File: src/hw/rtl/i2cmbe_pkg.sv
// Shared types, codes and constants of the I2C master bit engine.
`default_nettype none
package i2cmbe_pkg;

  localparam int BITS_PER_BYTE = 8;
  localparam int COUNT_WIDTH   = 16;
  localparam int CFG_W         = 16;
  localparam int CFG_IDX_W     = 1;
  localparam int BIT_IDX_W     = 4;
  localparam int QUEUE_DEPTH   = 2;
  localparam int QPTR_W        = $clog2(QUEUE_DEPTH);
  localparam int QCNT_W        = $clog2(QUEUE_DEPTH + 1);

  // Configuration register indexes
  localparam logic [CFG_IDX_W-1:0] CFG_PHASE_DELAY     = 1'd0;
  localparam logic [CFG_IDX_W-1:0] CFG_STRETCH_TIMEOUT = 1'd1;

  // Register values after reset
  localparam logic [CFG_W-1:0] PHASE_DELAY_RST     = 16'd250;
  localparam logic [CFG_W-1:0] STRETCH_TIMEOUT_RST = 16'd200;

  // Operation codes on the input word
  localparam logic [2:0] OP_NONE  = 3'd0;
  localparam logic [2:0] OP_START = 3'd1;
  localparam logic [2:0] OP_WRITE = 3'd2;
  localparam logic [2:0] OP_READ  = 3'd3;
  localparam logic [2:0] OP_STOP  = 3'd4;

  typedef enum logic [2:0] {
    CMD_NONE,
    CMD_START,
    CMD_WRITE,
    CMD_READ,
    CMD_STOP
  } cmd_t;

  typedef enum logic [4:0] {
    PH_IDLE, PH_S_REL, PH_S_HIGH, PH_S_SDA, PH_S_SCL,
    PH_W_DATA, PH_W_HIGH, PH_W_LOW,
    PH_A_SETUP, PH_RA_SETUP, PH_A_HIGH, PH_A_HOLD, PH_A_LOW,
    PH_R_REL, PH_R_HIGH, PH_R_HOLD, PH_R_LOW,
    PH_P_LOW, PH_P_HIGH, PH_P_SDA
  } phase_t;

  // One classified tick as it sits in the queue
  typedef struct packed {
    cmd_t       cmd;
    logic [7:0] write_byte;
    logic       send_nack;
    logic       scl_level;
    logic       sda_level;
  } tick_t;

  // Phases that release SCL and wait for it to go high
  function automatic logic is_wait(input phase_t ph);
    is_wait = (ph == PH_S_HIGH) || (ph == PH_W_HIGH) || (ph == PH_A_HIGH) ||
              (ph == PH_R_HIGH) || (ph == PH_P_HIGH);
  endfunction

endpackage
`default_nettype wire

File: src/hw/rtl/i2cmbe_if.sv
// Valid/ready channel interfaces for the tick words and the result words.
`default_nettype none
interface i2cmbe_in_if;
  logic       valid;
  logic       ready;
  logic [2:0] operation;
  logic [7:0] write_byte;
  logic       send_nack;
  logic       scl_level;
  logic       sda_level;

  modport source (output valid, operation, write_byte, send_nack, scl_level, sda_level,
                  input ready);
  modport sink   (input valid, operation, write_byte, send_nack, scl_level, sda_level,
                  output ready);
endinterface

interface i2cmbe_out_if;
  logic       valid;
  logic       ready;
  logic       scl_pull_low;
  logic       sda_pull_low;
  logic       busy_res;
  logic       done_res;
  logic [7:0] read_byte;
  logic       ack_seen;
  logic       timeout_flag;

  modport source (output valid, scl_pull_low, sda_pull_low, busy_res, done_res, read_byte,
                  ack_seen, timeout_flag, input ready);
  modport sink   (input valid, scl_pull_low, sda_pull_low, busy_res, done_res, read_byte,
                  ack_seen, timeout_flag, output ready);
endinterface
`default_nettype wire

File: src/hw/rtl/i2cmbe_front.sv
// Front end: accepts tick words and decodes the operation into a command.
`default_nettype none
module i2cmbe_front (
  i2cmbe_in_if.sink           in_ch,
  output logic                push_valid,
  input  wire logic           push_ready,
  output i2cmbe_pkg::tick_t   push_data
);

  i2cmbe_pkg::cmd_t cmd;

  // Decode the operation; unknown codes carry no command
  always_comb begin
    case (in_ch.operation)
      i2cmbe_pkg::OP_START: cmd = i2cmbe_pkg::CMD_START;
      i2cmbe_pkg::OP_WRITE: cmd = i2cmbe_pkg::CMD_WRITE;
      i2cmbe_pkg::OP_READ:  cmd = i2cmbe_pkg::CMD_READ;
      i2cmbe_pkg::OP_STOP:  cmd = i2cmbe_pkg::CMD_STOP;
      default:              cmd = i2cmbe_pkg::CMD_NONE;
    endcase
  end

  // Pack the classified word for the queue
  always_comb begin
    push_data.cmd        = cmd;
    push_data.write_byte = in_ch.write_byte;
    push_data.send_nack  = in_ch.send_nack;
    push_data.scl_level  = in_ch.scl_level;
    push_data.sda_level  = in_ch.sda_level;
  end

  assign push_valid  = in_ch.valid;
  assign in_ch.ready = push_ready;

endmodule
`default_nettype wire

File: src/hw/rtl/i2cmbe_queue.sv
// Two-entry queue between the front end and the bit engine.
`default_nettype none
module i2cmbe_queue (
  input  wire logic               clk,
  input  wire logic               rst_n,
  input  wire logic               push_valid,
  output logic                    push_ready,
  input  wire i2cmbe_pkg::tick_t  push_data,
  output logic                    pop_valid,
  input  wire logic               pop_ready,
  output i2cmbe_pkg::tick_t       pop_data
);

  i2cmbe_pkg::tick_t                  entry_r [i2cmbe_pkg::QUEUE_DEPTH];
  logic [i2cmbe_pkg::QPTR_W-1:0]      wr_ptr_r, wr_ptr_nxt;
  logic [i2cmbe_pkg::QPTR_W-1:0]      rd_ptr_r, rd_ptr_nxt;
  logic [i2cmbe_pkg::QCNT_W-1:0]      count_r, count_nxt;
  logic                               do_push, do_pop;

  assign push_ready = (count_r != i2cmbe_pkg::QCNT_W'(i2cmbe_pkg::QUEUE_DEPTH));
  assign pop_valid  = (count_r != '0);
  assign pop_data   = entry_r[rd_ptr_r];
  assign do_push    = push_valid && push_ready;
  assign do_pop     = pop_valid && pop_ready;

  // Advance pointers and fill count
  always_comb begin
    wr_ptr_nxt = do_push ? wr_ptr_r + 1'b1 : wr_ptr_r;
    rd_ptr_nxt = do_pop ? rd_ptr_r + 1'b1 : rd_ptr_r;
    count_nxt  = count_r;
    if (do_push && !do_pop) begin
      count_nxt = count_r + 1'b1;
    end else if (do_pop && !do_push) begin
      count_nxt = count_r - 1'b1;
    end
  end

  always_ff @(posedge clk) begin
    if (!rst_n) begin
      wr_ptr_r <= '0;
      rd_ptr_r <= '0;
      count_r  <= '0;
    end else begin
      wr_ptr_r <= wr_ptr_nxt;
      rd_ptr_r <= rd_ptr_nxt;
      count_r  <= count_nxt;
    end
  end

  // Store the pushed word
  always_ff @(posedge clk) begin
    if (do_push) begin
      entry_r[wr_ptr_r] <= push_data;
    end
  end

endmodule
`default_nettype wire

File: src/hw/rtl/i2cmbe_engine.sv
// Back end: phase sequencer, line drivers, config registers and result register.
`default_nettype none
module i2cmbe_engine (
  input  wire logic                                clk,
  input  wire logic                                rst_n,
  input  wire logic                                cfg_we,
  input  wire logic [i2cmbe_pkg::CFG_IDX_W-1:0]    cfg_index,
  input  wire logic [i2cmbe_pkg::CFG_W-1:0]        cfg_wdata,
  input  wire logic                                tick_valid,
  output logic                                     tick_ready,
  input  wire i2cmbe_pkg::tick_t                   tick,
  i2cmbe_out_if.source                             out_ch
);

  localparam int CW = i2cmbe_pkg::COUNT_WIDTH;
  localparam int BW = i2cmbe_pkg::BIT_IDX_W;

  // Configuration registers
  logic [i2cmbe_pkg::CFG_W-1:0] phase_delay_r, stretch_timeout_r;

  // Engine state
  i2cmbe_pkg::phase_t phase_r, phase_nxt, target;
  logic [CW-1:0]      delay_r, delay_nxt;
  logic [CW-1:0]      stretch_r, stretch_nxt;
  logic [BW-1:0]      bit_idx_r, bit_idx_nxt;
  logic [7:0]         shift_r, shift_nxt;
  logic [7:0]         rx_r, rx_nxt;
  logic               nack_r, nack_nxt;
  logic               ack_r, ack_nxt;
  logic               tmo_r, tmo_nxt;
  logic               rmode_r, rmode_nxt;
  logic               scl_drv_r, scl_drv_nxt;
  logic               sda_drv_r, sda_drv_nxt;
  logic               go, ok, done;
  logic               step;

  // Result register
  logic               out_valid_r;
  logic               res_scl_r, res_sda_r, res_busy_r, res_done_r, res_ack_r, res_tmo_r;
  logic [7:0]         res_rx_r;

  assign tick_ready = !out_valid_r || out_ch.ready;
  assign step       = tick_valid && tick_ready;

  // Write configuration registers
  always_ff @(posedge clk) begin
    if (!rst_n) begin
      phase_delay_r     <= i2cmbe_pkg::PHASE_DELAY_RST;
      stretch_timeout_r <= i2cmbe_pkg::STRETCH_TIMEOUT_RST;
    end else if (cfg_we) begin
      case (cfg_index)
        i2cmbe_pkg::CFG_PHASE_DELAY:     phase_delay_r     <= cfg_wdata;
        i2cmbe_pkg::CFG_STRETCH_TIMEOUT: stretch_timeout_r <= cfg_wdata;
        default: ;
      endcase
    end
  end

  // Step the phase sequencer by one tick
  always_comb begin
    phase_nxt   = phase_r;
    delay_nxt   = delay_r;
    stretch_nxt = stretch_r;
    bit_idx_nxt = bit_idx_r;
    shift_nxt   = shift_r;
    rx_nxt      = rx_r;
    nack_nxt    = nack_r;
    ack_nxt     = ack_r;
    tmo_nxt     = tmo_r;
    rmode_nxt   = rmode_r;
    scl_drv_nxt = scl_drv_r;
    sda_drv_nxt = sda_drv_r;
    target      = i2cmbe_pkg::PH_IDLE;
    go          = 1'b0;
    ok          = 1'b1;
    done        = 1'b0;

    if (phase_r == i2cmbe_pkg::PH_IDLE) begin
      // Launch a command
      if (tick.cmd != i2cmbe_pkg::CMD_NONE) begin
        tmo_nxt = 1'b0;
        go      = 1'b1;
      end
      case (tick.cmd)
        i2cmbe_pkg::CMD_START: begin
          target = i2cmbe_pkg::PH_S_REL;
        end
        i2cmbe_pkg::CMD_WRITE: begin
          ack_nxt     = 1'b0;
          shift_nxt   = tick.write_byte;
          bit_idx_nxt = '0;
          rmode_nxt   = 1'b0;
          target      = i2cmbe_pkg::PH_W_DATA;
        end
        i2cmbe_pkg::CMD_READ: begin
          nack_nxt    = tick.send_nack;
          shift_nxt   = '0;
          bit_idx_nxt = '0;
          rmode_nxt   = 1'b1;
          target      = i2cmbe_pkg::PH_R_REL;
        end
        i2cmbe_pkg::CMD_STOP: begin
          target = i2cmbe_pkg::PH_P_LOW;
        end
        default: ;
      endcase
    end else if (delay_r > CW'(1)) begin
      // Hold in the phase
      delay_nxt = delay_r - 1'b1;
    end else begin
      delay_nxt = '0;
      // Wait for SCL high (and SDA high in PH_S_HIGH), bounded by the stretch timeout
      if (i2cmbe_pkg::is_wait(phase_r)) begin
        ok = tick.scl_level && ((phase_r != i2cmbe_pkg::PH_S_HIGH) || tick.sda_level);
        if (!ok) begin
          if (({1'b0, stretch_r} + 1'b1) >= (CW + 1)'(stretch_timeout_r)) begin
            tmo_nxt = 1'b1;
            ok      = 1'b1;
          end else begin
            stretch_nxt = stretch_r + 1'b1;
          end
        end
      end
      // Advance to the next phase
      if (ok) begin
        go = 1'b1;
        case (phase_r)
          i2cmbe_pkg::PH_S_REL:  target = i2cmbe_pkg::PH_S_HIGH;
          i2cmbe_pkg::PH_S_HIGH: target = i2cmbe_pkg::PH_S_SDA;
          i2cmbe_pkg::PH_S_SDA:  target = i2cmbe_pkg::PH_S_SCL;
          i2cmbe_pkg::PH_W_DATA: target = i2cmbe_pkg::PH_W_HIGH;
          i2cmbe_pkg::PH_W_HIGH: target = i2cmbe_pkg::PH_W_LOW;
          i2cmbe_pkg::PH_W_LOW: begin
            shift_nxt   = {shift_r[6:0], 1'b0};
            bit_idx_nxt = bit_idx_r + 1'b1;
            target      = (bit_idx_nxt >= BW'(i2cmbe_pkg::BITS_PER_BYTE)) ?
                          i2cmbe_pkg::PH_A_SETUP : i2cmbe_pkg::PH_W_DATA;
          end
          i2cmbe_pkg::PH_A_SETUP,
          i2cmbe_pkg::PH_RA_SETUP: target = i2cmbe_pkg::PH_A_HIGH;
          i2cmbe_pkg::PH_A_HIGH: begin
            if (!rmode_r) begin
              ack_nxt = !tick.sda_level;
            end
            target = i2cmbe_pkg::PH_A_HOLD;
          end
          i2cmbe_pkg::PH_A_HOLD: target = i2cmbe_pkg::PH_A_LOW;
          i2cmbe_pkg::PH_R_REL:  target = i2cmbe_pkg::PH_R_HIGH;
          i2cmbe_pkg::PH_R_HIGH: target = i2cmbe_pkg::PH_R_HOLD;
          i2cmbe_pkg::PH_R_HOLD: begin
            shift_nxt = {shift_r[6:0], tick.sda_level};
            target    = i2cmbe_pkg::PH_R_LOW;
          end
          i2cmbe_pkg::PH_R_LOW: begin
            bit_idx_nxt = bit_idx_r + 1'b1;
            if (bit_idx_nxt >= BW'(i2cmbe_pkg::BITS_PER_BYTE)) begin
              rx_nxt = shift_r;
              target = i2cmbe_pkg::PH_RA_SETUP;
            end else begin
              target = i2cmbe_pkg::PH_R_HIGH;
            end
          end
          i2cmbe_pkg::PH_P_LOW:  target = i2cmbe_pkg::PH_P_HIGH;
          i2cmbe_pkg::PH_P_HIGH: target = i2cmbe_pkg::PH_P_SDA;
          default: begin
            // Last phase of a command: finish
            go        = 1'b0;
            phase_nxt = i2cmbe_pkg::PH_IDLE;
            done      = 1'b1;
          end
        endcase
      end
    end

    // Enter the target phase and set its line drive
    if (go) begin
      phase_nxt   = target;
      delay_nxt   = CW'(phase_delay_r);
      stretch_nxt = '0;
      case (target)
        i2cmbe_pkg::PH_S_REL:    sda_drv_nxt = 1'b0;
        i2cmbe_pkg::PH_S_SDA:    sda_drv_nxt = 1'b1;
        i2cmbe_pkg::PH_S_SCL:    scl_drv_nxt = 1'b1;
        i2cmbe_pkg::PH_W_DATA: begin
          scl_drv_nxt = 1'b1;
          sda_drv_nxt = !shift_nxt[7];
        end
        i2cmbe_pkg::PH_A_SETUP:  sda_drv_nxt = 1'b0;
        i2cmbe_pkg::PH_RA_SETUP: sda_drv_nxt = !nack_r;
        i2cmbe_pkg::PH_R_REL: begin
          sda_drv_nxt = 1'b0;
          scl_drv_nxt = 1'b1;
        end
        i2cmbe_pkg::PH_P_LOW: begin
          scl_drv_nxt = 1'b1;
          sda_drv_nxt = 1'b1;
        end
        i2cmbe_pkg::PH_P_SDA:    sda_drv_nxt = 1'b0;
        i2cmbe_pkg::PH_S_HIGH,
        i2cmbe_pkg::PH_W_HIGH,
        i2cmbe_pkg::PH_A_HIGH,
        i2cmbe_pkg::PH_R_HIGH,
        i2cmbe_pkg::PH_P_HIGH:   scl_drv_nxt = 1'b0;
        i2cmbe_pkg::PH_W_LOW,
        i2cmbe_pkg::PH_A_LOW,
        i2cmbe_pkg::PH_R_LOW:    scl_drv_nxt = 1'b1;
        default: ;
      endcase
    end
  end

  // Commit engine state on each consumed tick
  always_ff @(posedge clk) begin
    if (!rst_n) begin
      phase_r   <= i2cmbe_pkg::PH_IDLE;
      delay_r   <= '0;
      stretch_r <= '0;
      bit_idx_r <= '0;
      shift_r   <= '0;
      rx_r      <= '0;
      nack_r    <= 1'b0;
      ack_r     <= 1'b0;
      tmo_r     <= 1'b0;
      rmode_r   <= 1'b0;
      scl_drv_r <= 1'b0;
      sda_drv_r <= 1'b0;
    end else if (step) begin
      phase_r   <= phase_nxt;
      delay_r   <= delay_nxt;
      stretch_r <= stretch_nxt;
      bit_idx_r <= bit_idx_nxt;
      shift_r   <= shift_nxt;
      rx_r      <= rx_nxt;
      nack_r    <= nack_nxt;
      ack_r     <= ack_nxt;
      tmo_r     <= tmo_nxt;
      rmode_r   <= rmode_nxt;
      scl_drv_r <= scl_drv_nxt;
      sda_drv_r <= sda_drv_nxt;
    end
  end

  // Result valid: set on a step, drop when taken
  always_ff @(posedge clk) begin
    if (!rst_n) begin
      out_valid_r <= 1'b0;
    end else if (step) begin
      out_valid_r <= 1'b1;
    end else if (out_ch.ready) begin
      out_valid_r <= 1'b0;
    end
  end

  // Capture the result word
  always_ff @(posedge clk) begin
    if (step) begin
      res_scl_r  <= scl_drv_nxt;
      res_sda_r  <= sda_drv_nxt;
      res_busy_r <= (phase_nxt != i2cmbe_pkg::PH_IDLE);
      res_done_r <= done;
      res_rx_r   <= rx_nxt;
      res_ack_r  <= ack_nxt;
      res_tmo_r  <= tmo_nxt;
    end
  end

  assign out_ch.valid        = out_valid_r;
  assign out_ch.scl_pull_low = res_scl_r;
  assign out_ch.sda_pull_low = res_sda_r;
  assign out_ch.busy_res     = res_busy_r;
  assign out_ch.done_res     = res_done_r;
  assign out_ch.read_byte    = res_rx_r;
  assign out_ch.ack_seen     = res_ack_r;
  assign out_ch.timeout_flag = res_tmo_r;

endmodule
`default_nettype wire

File: src/hw/rtl/i2c_master_bit_engine_unit.sv
// I2C master bit engine: tick front end, queue and phase engine.
//
// Usage: every tick word on in_ch carries the sampled SCL and SDA levels
// and optionally a command (start, write byte, read byte, stop). Each tick
// word yields exactly one result word on out_ch with the open-drain
// pull-low enables, busy/done status, the last read byte, the ACK seen on
// the last write and the sticky timeout flag of the current command.
// Commands arriving while busy are ignored.
// Throughput: one tick word per cycle while out_ch accepts results; the phase
// engine steps once per cycle, updating its phase registers on each step.
// Path: an accepted word is registered in the two-entry queue, then the
// engine registers its result word in the result register.
// Stall: when out_ch is held, the engine stops stepping, the queue fills
// and in_ch.ready drops once both queue entries are occupied.
// Config: cfg_we writes phase_delay (index 0) or stretch_timeout (index 1);
// write only while the engine is idle.
// Reset: synchronous, active low; queue and result register empty, both
// lines released, phase_delay 250 and stretch_timeout 200.
`default_nettype none
module i2c_master_bit_engine_unit (
  input  wire logic                              clk,
  input  wire logic                              rst_n,
  i2cmbe_in_if.sink                              in_ch,
  i2cmbe_out_if.source                           out_ch,
  input  wire logic                              cfg_we,
  input  wire logic [i2cmbe_pkg::CFG_IDX_W-1:0]  cfg_index,
  input  wire logic [i2cmbe_pkg::CFG_W-1:0]      cfg_wdata
);

  logic              push_valid, push_ready;
  i2cmbe_pkg::tick_t push_data;
  logic              q_valid, q_ready;
  i2cmbe_pkg::tick_t q_data;

  i2cmbe_front u_front (
    .in_ch      (in_ch),
    .push_valid (push_valid),
    .push_ready (push_ready),
    .push_data  (push_data)
  );

  i2cmbe_queue u_queue (
    .clk        (clk),
    .rst_n      (rst_n),
    .push_valid (push_valid),
    .push_ready (push_ready),
    .push_data  (push_data),
    .pop_valid  (q_valid),
    .pop_ready  (q_ready),
    .pop_data   (q_data)
  );

  i2cmbe_engine u_engine (
    .clk        (clk),
    .rst_n      (rst_n),
    .cfg_we     (cfg_we),
    .cfg_index  (cfg_index),
    .cfg_wdata  (cfg_wdata),
    .tick_valid (q_valid),
    .tick_ready (q_ready),
    .tick       (q_data),
    .out_ch     (out_ch)
  );

  // A completing command never reports busy in the same word
  a_done_not_busy: assert property (@(posedge clk) disable iff (!rst_n)
    out_ch.valid && out_ch.done_res |-> !out_ch.busy_res)
    else $error("done reported together with busy");

  // Input back-pressure only when the queue holds work
  a_stall_has_work: assert property (@(posedge clk) disable iff (!rst_n)
    !in_ch.ready |-> q_valid)
    else $error("input stalled with an empty queue");

  // Engine consumes a word only when the result slot is free or draining
  a_pop_slot_free: assert property (@(posedge clk) disable iff (!rst_n)
    q_valid && q_ready |-> !out_ch.valid || out_ch.ready)
    else $error("engine stepped into an occupied result slot");

endmodule
`default_nettype wire

File: src/flat_wrapper.sv
// flat-port wrapper written by rule: the top's interface ports become plain ports
module i2c_master_bit_engine_unit_flat 
  (clk, rst_n, cfg_we, cfg_index, cfg_wdata, in_ch_valid, in_ch_operation, in_ch_write_byte, in_ch_send_nack, in_ch_scl_level, in_ch_sda_level, in_ch_ready, out_ch_valid, out_ch_scl_pull_low, out_ch_sda_pull_low, out_ch_busy_res, out_ch_done_res, out_ch_read_byte, out_ch_ack_seen, out_ch_timeout_flag, out_ch_ready);
  i2cmbe_in_if in_ch_i ();
  i2cmbe_out_if out_ch_i ();
  input  wire logic clk;
  input  wire logic rst_n;
  input  wire logic cfg_we;
  input  wire logic [i2cmbe_pkg::CFG_IDX_W-1:0] cfg_index;
  input  wire logic [i2cmbe_pkg::CFG_W-1:0] cfg_wdata;
  input wire logic [$bits(in_ch_i.valid)-1:0] in_ch_valid;
  input wire logic [$bits(in_ch_i.operation)-1:0] in_ch_operation;
  input wire logic [$bits(in_ch_i.write_byte)-1:0] in_ch_write_byte;
  input wire logic [$bits(in_ch_i.send_nack)-1:0] in_ch_send_nack;
  input wire logic [$bits(in_ch_i.scl_level)-1:0] in_ch_scl_level;
  input wire logic [$bits(in_ch_i.sda_level)-1:0] in_ch_sda_level;
  output wire logic [$bits(in_ch_i.ready)-1:0] in_ch_ready;
  output wire logic [$bits(out_ch_i.valid)-1:0] out_ch_valid;
  output wire logic [$bits(out_ch_i.scl_pull_low)-1:0] out_ch_scl_pull_low;
  output wire logic [$bits(out_ch_i.sda_pull_low)-1:0] out_ch_sda_pull_low;
  output wire logic [$bits(out_ch_i.busy_res)-1:0] out_ch_busy_res;
  output wire logic [$bits(out_ch_i.done_res)-1:0] out_ch_done_res;
  output wire logic [$bits(out_ch_i.read_byte)-1:0] out_ch_read_byte;
  output wire logic [$bits(out_ch_i.ack_seen)-1:0] out_ch_ack_seen;
  output wire logic [$bits(out_ch_i.timeout_flag)-1:0] out_ch_timeout_flag;
  input wire logic [$bits(out_ch_i.ready)-1:0] out_ch_ready;
  assign in_ch_i.valid = in_ch_valid;
  assign in_ch_i.operation = in_ch_operation;
  assign in_ch_i.write_byte = in_ch_write_byte;
  assign in_ch_i.send_nack = in_ch_send_nack;
  assign in_ch_i.scl_level = in_ch_scl_level;
  assign in_ch_i.sda_level = in_ch_sda_level;
  assign in_ch_ready = in_ch_i.ready;
  assign out_ch_valid = out_ch_i.valid;
  assign out_ch_scl_pull_low = out_ch_i.scl_pull_low;
  assign out_ch_sda_pull_low = out_ch_i.sda_pull_low;
  assign out_ch_busy_res = out_ch_i.busy_res;
  assign out_ch_done_res = out_ch_i.done_res;
  assign out_ch_read_byte = out_ch_i.read_byte;
  assign out_ch_ack_seen = out_ch_i.ack_seen;
  assign out_ch_timeout_flag = out_ch_i.timeout_flag;
  assign out_ch_i.ready = out_ch_ready;
  i2c_master_bit_engine_unit u_core (.clk(clk), .rst_n(rst_n), .in_ch(in_ch_i), .out_ch(out_ch_i), .cfg_we(cfg_we), .cfg_index(cfg_index), .cfg_wdata(cfg_wdata));
endmodule
File: config.mk
export PLATFORM = sky130hd
export DESIGN_NAME = i2c_master_bit_engine_unit_flat
export DESIGN_NICKNAME = d
export VERILOG_FILES = /design/src/hw/rtl/i2cmbe_pkg.sv /design/src/hw/rtl/i2cmbe_if.sv /design/src/hw/rtl/i2cmbe_front.sv /design/src/hw/rtl/i2cmbe_queue.sv /design/src/hw/rtl/i2cmbe_engine.sv /design/src/hw/rtl/i2c_master_bit_engine_unit.sv /design/src/flat_wrapper.sv
export SDC_FILE = /design/constraint.sdc
export NUM_CORES = 1
export LEC_CHECK = 0
export ABC_AREA = 0
export BUFFER_PORTS_ARGS = -buffer_cell sky130_fd_sc_hd__buf_2
export CAP_MARGIN = 20
export CORE_MARGIN = 2
export CORE_UTILIZATION = 45
export DETAILED_ROUTE_END_ITERATION = 8
export GPL_TIMING_DRIVEN = 0
export HOLD_SLACK_MARGIN = 0.02
export PLACE_DENSITY = 0.75
export SLEW_MARGIN = 20
export SYNTH_ARGS = -nofsm -noshare
export SYNTH_HDL_FRONTEND = slang
export SYNTH_SLANG_ARGS = --single-unit
export TNS_END_PERCENT = 5
File: constraint.sdc
create_clock -name clk -period 3.75 [get_ports clk]
set_input_delay 0.75 -clock clk [delete_from_list [all_inputs] [get_ports clk]]
set_output_delay 0.75 -clock clk [all_outputs]
set_load 0.02 [all_outputs]
==> results.md <==
Outcome
* status: complete, no violations

Routing
* detailed-route wire length on metal 1: 8.879 mm
* total via count in the routed design: 6665
* Post-route DRC: 0
* routed vias/inst: 5.857
* post-detailed-route count of antenna-violating nets: 0
* Detailed Route WL: 20.07 mm
* DRT iter0 DRCs: 711
* drt first pass iters: 7
* Met2 Routed Length: 9.031 mm
* DR WL met3: 1.557 mm
* top layer in use: met4
* average wire per cell in the routed design: 17.64 µm

Place
* routability-driven placement congestion ratio: 0.9407
* Worst Setup Slack post-DPL: -785.3 ps
* number of buffers added on ports: 50
* total instance count after detailed placement: 1095
* post-detail-place hpwl: 14.17 mm

Timing
* RSZ-0062 raised after global routing: true
* Max Freq: 271.9 MHz
* number of hold violations in the final report: 0
* time the final worst path needs with I/O delays and setup: 3678 ps
* final hold slack: 453.0 ps
* worst relative slew slack: 44.43%
* final setup TNS: 0 ps
* Final Slew Violations: 0
* worst-case setup margin in the final layout: 72.36 ps
* final clock period utilization by the worst path: 98.07%
* clock skew: 12.28 ps
* actual slew at the worst max-slew pin: 833.6 ps
* final setup violating endpoints: 0

Worst hold path
* hold-critical path depth: 2
* Tightest Hold Check Type: reg -> reg

Synthesis
* Async SR Flop Fraction: 0%
* Post-Synthesis Mean Instance Area: 8.940 µm²
* share of the yosys chip area belonging to registers: 44.35%
* number of enable flip-flop cells after synthesis: 42
* number of cells produced by synthesis: 828
* synth warn: 0
* flops & latches, synth: 143
* number of unique standard cell types used by synthesis: 85
* area of the mapped netlist: 7402 µm²
* post-synth net total: 885
* most instantiated flip-flop cell in the synthesis netlist: sky130_fd_sc_hd__dfxtp_1

Worst setup path
* depth of the worst register-to-register path: 14
* required time at the endpoint of the critical path: 3910 ps
* Setup crit start kind: register
* CP max FO: 6
* Max stage delay cell, worst path: sky130_fd_sc_hd__dfxtp_4
* Crit path largest cell delay: 380 ps
* library cell appearing most often on the critical path: sky130_fd_sc_hd__and3_4
* Critical Path AT: 3830 ps
* Worst Path Class, Setup: reg -> reg
* cells along the critical path: and3_4 > and3_4 > nand3_4 > nor2_2 > xor2_1 > ha_1 > and3_1 > a221o_1 > a211oi_4 > o211ai_4 > buf_6 > a31o_2 > a22oi_1 > nand2_1
* CP Capture Type: register

Floorplanning
* IO Pins: 52
* starting utilization of the core area: 46.26%
* Std-Cell Core Area: 16000 µm²
* die footprint: 17490 µm²
* width of the chip: 132.3 µm
* die height: 132.3 µm
* number of placement rows: 46

Cells and area
* fill cell instance count of the final layout: 1448
* area occupied by multi-input gates: 3940 µm²
* fraction of final layout cells sized beyond drive strength 1: 17.90%
* total number of nets in the final design: 966
* post-synthesis to final-layout area growth: 19.08%
* Post-Layout Cell Count: 1138
* antenna cell count: 0
* total area of sequential cells: 3302 µm²

Global routing
* global-route congestion overflow total: 0
* GRT Util Overall: 22.97%
* first-pass GRT wire length: 31.81 mm
* largest net degree at the start of global routing: 24
* number of antenna violations at the first check in global routing: 0
* via count of the first global-routing pass: 6133

Power and ir drop
* Pwr per Cell Area: 780.4 nW/µm²
* leak pwr: 3.369 nW
* Pwr Total: 6.879 mW
* maximum resistive drop on vdd: 0.4558 mV

Clock network
* TritonCTS clock tree: yes
* deepest clock path buffer count: 2
* total clock buffers created by CTS: 17
* clock slew at reported path FFs: 60 ps
* latest clock arrival within the worst-skew pair: 430 ps
* count of clock tree sinks: 143
* root buf cell: sky130_fd_sc_hd__clkbuf_16
* number of levels the H-tree was split into: 4

Run
* max-cap viol count: 0

## logic make-up after synthesis
logic type	Yosys count	synth area share [%]
multiplexers	23	3.279
adder cells (fa/ha/maj)	21	3.550
XOR/XNOR	26	3.076
AND/OR/NAND/NOR	315	21.11
AO/OA/AOI/OAI	216	19.95
flip-flops	143	44.35
buffers and inverters	84	4.682
## Yosys cell counts, types with 4 or more instances
| master | count | share of area [%] |
|---|---|---|
| sky130_fd_sc_hd__inv_1 | 28 | 1.4 |
| sky130_fd_sc_hd__mux2_2 | 10 | 1.5 |
| sky130_fd_sc_hd__or4_1 | 4 | 0.41 |
| sky130_fd_sc_hd__o211a_1 | 11 | 1.5 |
| sky130_fd_sc_hd__a21oi_1 | 71 | 4.8 |
| sky130_fd_sc_hd__nor3_1 | 28 | 1.9 |
| sky130_fd_sc_hd__dfxtp_1 | 101 | 27 |
| sky130_fd_sc_hd__a31oi_1 | 11 | 0.93 |
| sky130_fd_sc_hd__buf_2 | 4 | 0.27 |
| sky130_fd_sc_hd__nand3_1 | 32 | 2.2 |
| sky130_fd_sc_hd__nor2_1 | 63 | 3.2 |
| sky130_fd_sc_hd__a21o_1 | 4 | 0.41 |
| sky130_fd_sc_hd__xor2_1 | 14 | 1.7 |
| sky130_fd_sc_hd__o211ai_1 | 5 | 0.51 |
| sky130_fd_sc_hd__mux2i_1 | 13 | 1.8 |
| sky130_fd_sc_hd__o21a_1 | 5 | 0.51 |
| sky130_fd_sc_hd__and3_1 | 9 | 0.76 |
| sky130_fd_sc_hd__clkbuf_1 | 42 | 2.1 |
| sky130_fd_sc_hd__o21ai_0 | 29 | 2.0 |
| sky130_fd_sc_hd__and2_1 | 4 | 0.34 |
| sky130_fd_sc_hd__edfxtp_1 | 42 | 17 |
| sky130_fd_sc_hd__xnor2_1 | 12 | 1.4 |
| sky130_fd_sc_hd__nand3b_1 | 5 | 0.51 |
| sky130_fd_sc_hd__ha_1 | 21 | 3.5 |
| sky130_fd_sc_hd__nand2b_1 | 16 | 1.4 |
| sky130_fd_sc_hd__a211oi_1 | 23 | 2.3 |
| sky130_fd_sc_hd__nand4_1 | 10 | 0.85 |
| sky130_fd_sc_hd__nand2_1 | 103 | 5.2 |
| sky130_fd_sc_hd__nor2b_1 | 7 | 0.59 |
| sky130_fd_sc_hd__nor4_1 | 8 | 0.68 |
| sky130_fd_sc_hd__a21boi_0 | 8 | 0.81 |
## layout by cell type (no fill, tap or decap), drive strengths merged, types with 4 or more instances in the layout
master	instances
nand4	11
a211oi	25
xor2	14
o21ai	31
and3	9
mux2i	13
and2	5
nor3b	4
xnor2	12
ha	21
a21oi	72
o211a	11
nor3	29
a21o	4
a21boi	8
a31oi	11
nand3b	5
nor2b	7
o211ai	6
edfxtp	42
nor2	64
clkbuf	57
buf	79
nand2b	16
nand3	32
nor4	8
mux2	10
clkinv	7
inv	29
nand2	103
or4	5
dfxtp	101
o21a	5
## sequential cells by signal, summed over array words and instances (netlist names), 2 cells and up, named ones only
signal and cells:
u_core.u_engine.bit_idx_r 4, u_core.u_engine.delay_r 16, u_core.u_engine.out_ch.read_byte 8, u_core.u_engine.phase_delay_r 16
u_core.u_engine.phase_r 5, u_core.u_engine.rx_r 8, u_core.u_engine.shift_r 8, u_core.u_engine.stretch_r 16
u_core.u_engine.stretch_timeout_r 16, u_core.u_queue.count_r 2, u_core.u_queue.entry_r 28
## report_power, final
group	switching (mW)	internal, mW
Sequential	0.194	1.97
Clock	0.659	1.04
Combinational	1.95	1.07
## routing by layer
metal	track usage (%)	up-vias
met2	35.30	299
met3	4.498	50
met4	10.04	0
met5	0	-
met1	31.55	3146
li1	-	3170
## per-stage QoR
stage | util [%] | instance area [µm²]
finish | 55.09 | 8815
global route | 55.09 | 8815
CTS | 54.57 | 8731
detailed placement | 49.66 | 7946
global placement | 49.61 | 7938
floorplan | - | 7417
## final cells by class
class	count	area share [%]
inverter	30	1.278
multi-input combinational	601	44.70
buffer	52	2.825
sequential	143	37.46
timing repair buffer	64	4.074
tap	216	3.066
clock inverter	12	1.647
clock buffer	20	4.954
## repair_timing
action / CTS / global route
pin swaps: 9 / 7
setup buffers: 10 / 3
gates resized for setup: 32 / 20
hold buffers: 0 / 0
setup endpoints to repair: 71 / 68
hold endpoints to repair: 0 / 0
## worst paths after layout
kind / start / to / slack [ps]
hold / removal: u_core.u_engine.stretch_timeout_r[12] / u_core.u_engine.stretch_timeout_r[12] / 450
setup reg to reg: u_core.u_engine.stretch_r[2] / u_core.u_engine.out_ch.scl_pull_low / 70
setup / recovery: u_core.u_engine.stretch_r[2] / u_core.u_engine.out_ch.scl_pull_low / 70
hold reg to reg: u_core.u_engine.stretch_timeout_r[12] / u_core.u_engine.stretch_timeout_r[12] / 450
## critical path: cells and delay by family, from the launching register on
family,cells,cell delay (ps)
buffers and inverters,1,180
XOR/XNOR,1,210
AO/OA/AOI/OAI,5,1340
flip-flops,1,380
adder cells (fa/ha/maj),1,280
AND/OR/NAND/NOR,6,1020
Power figures use the tool's default switching activity.
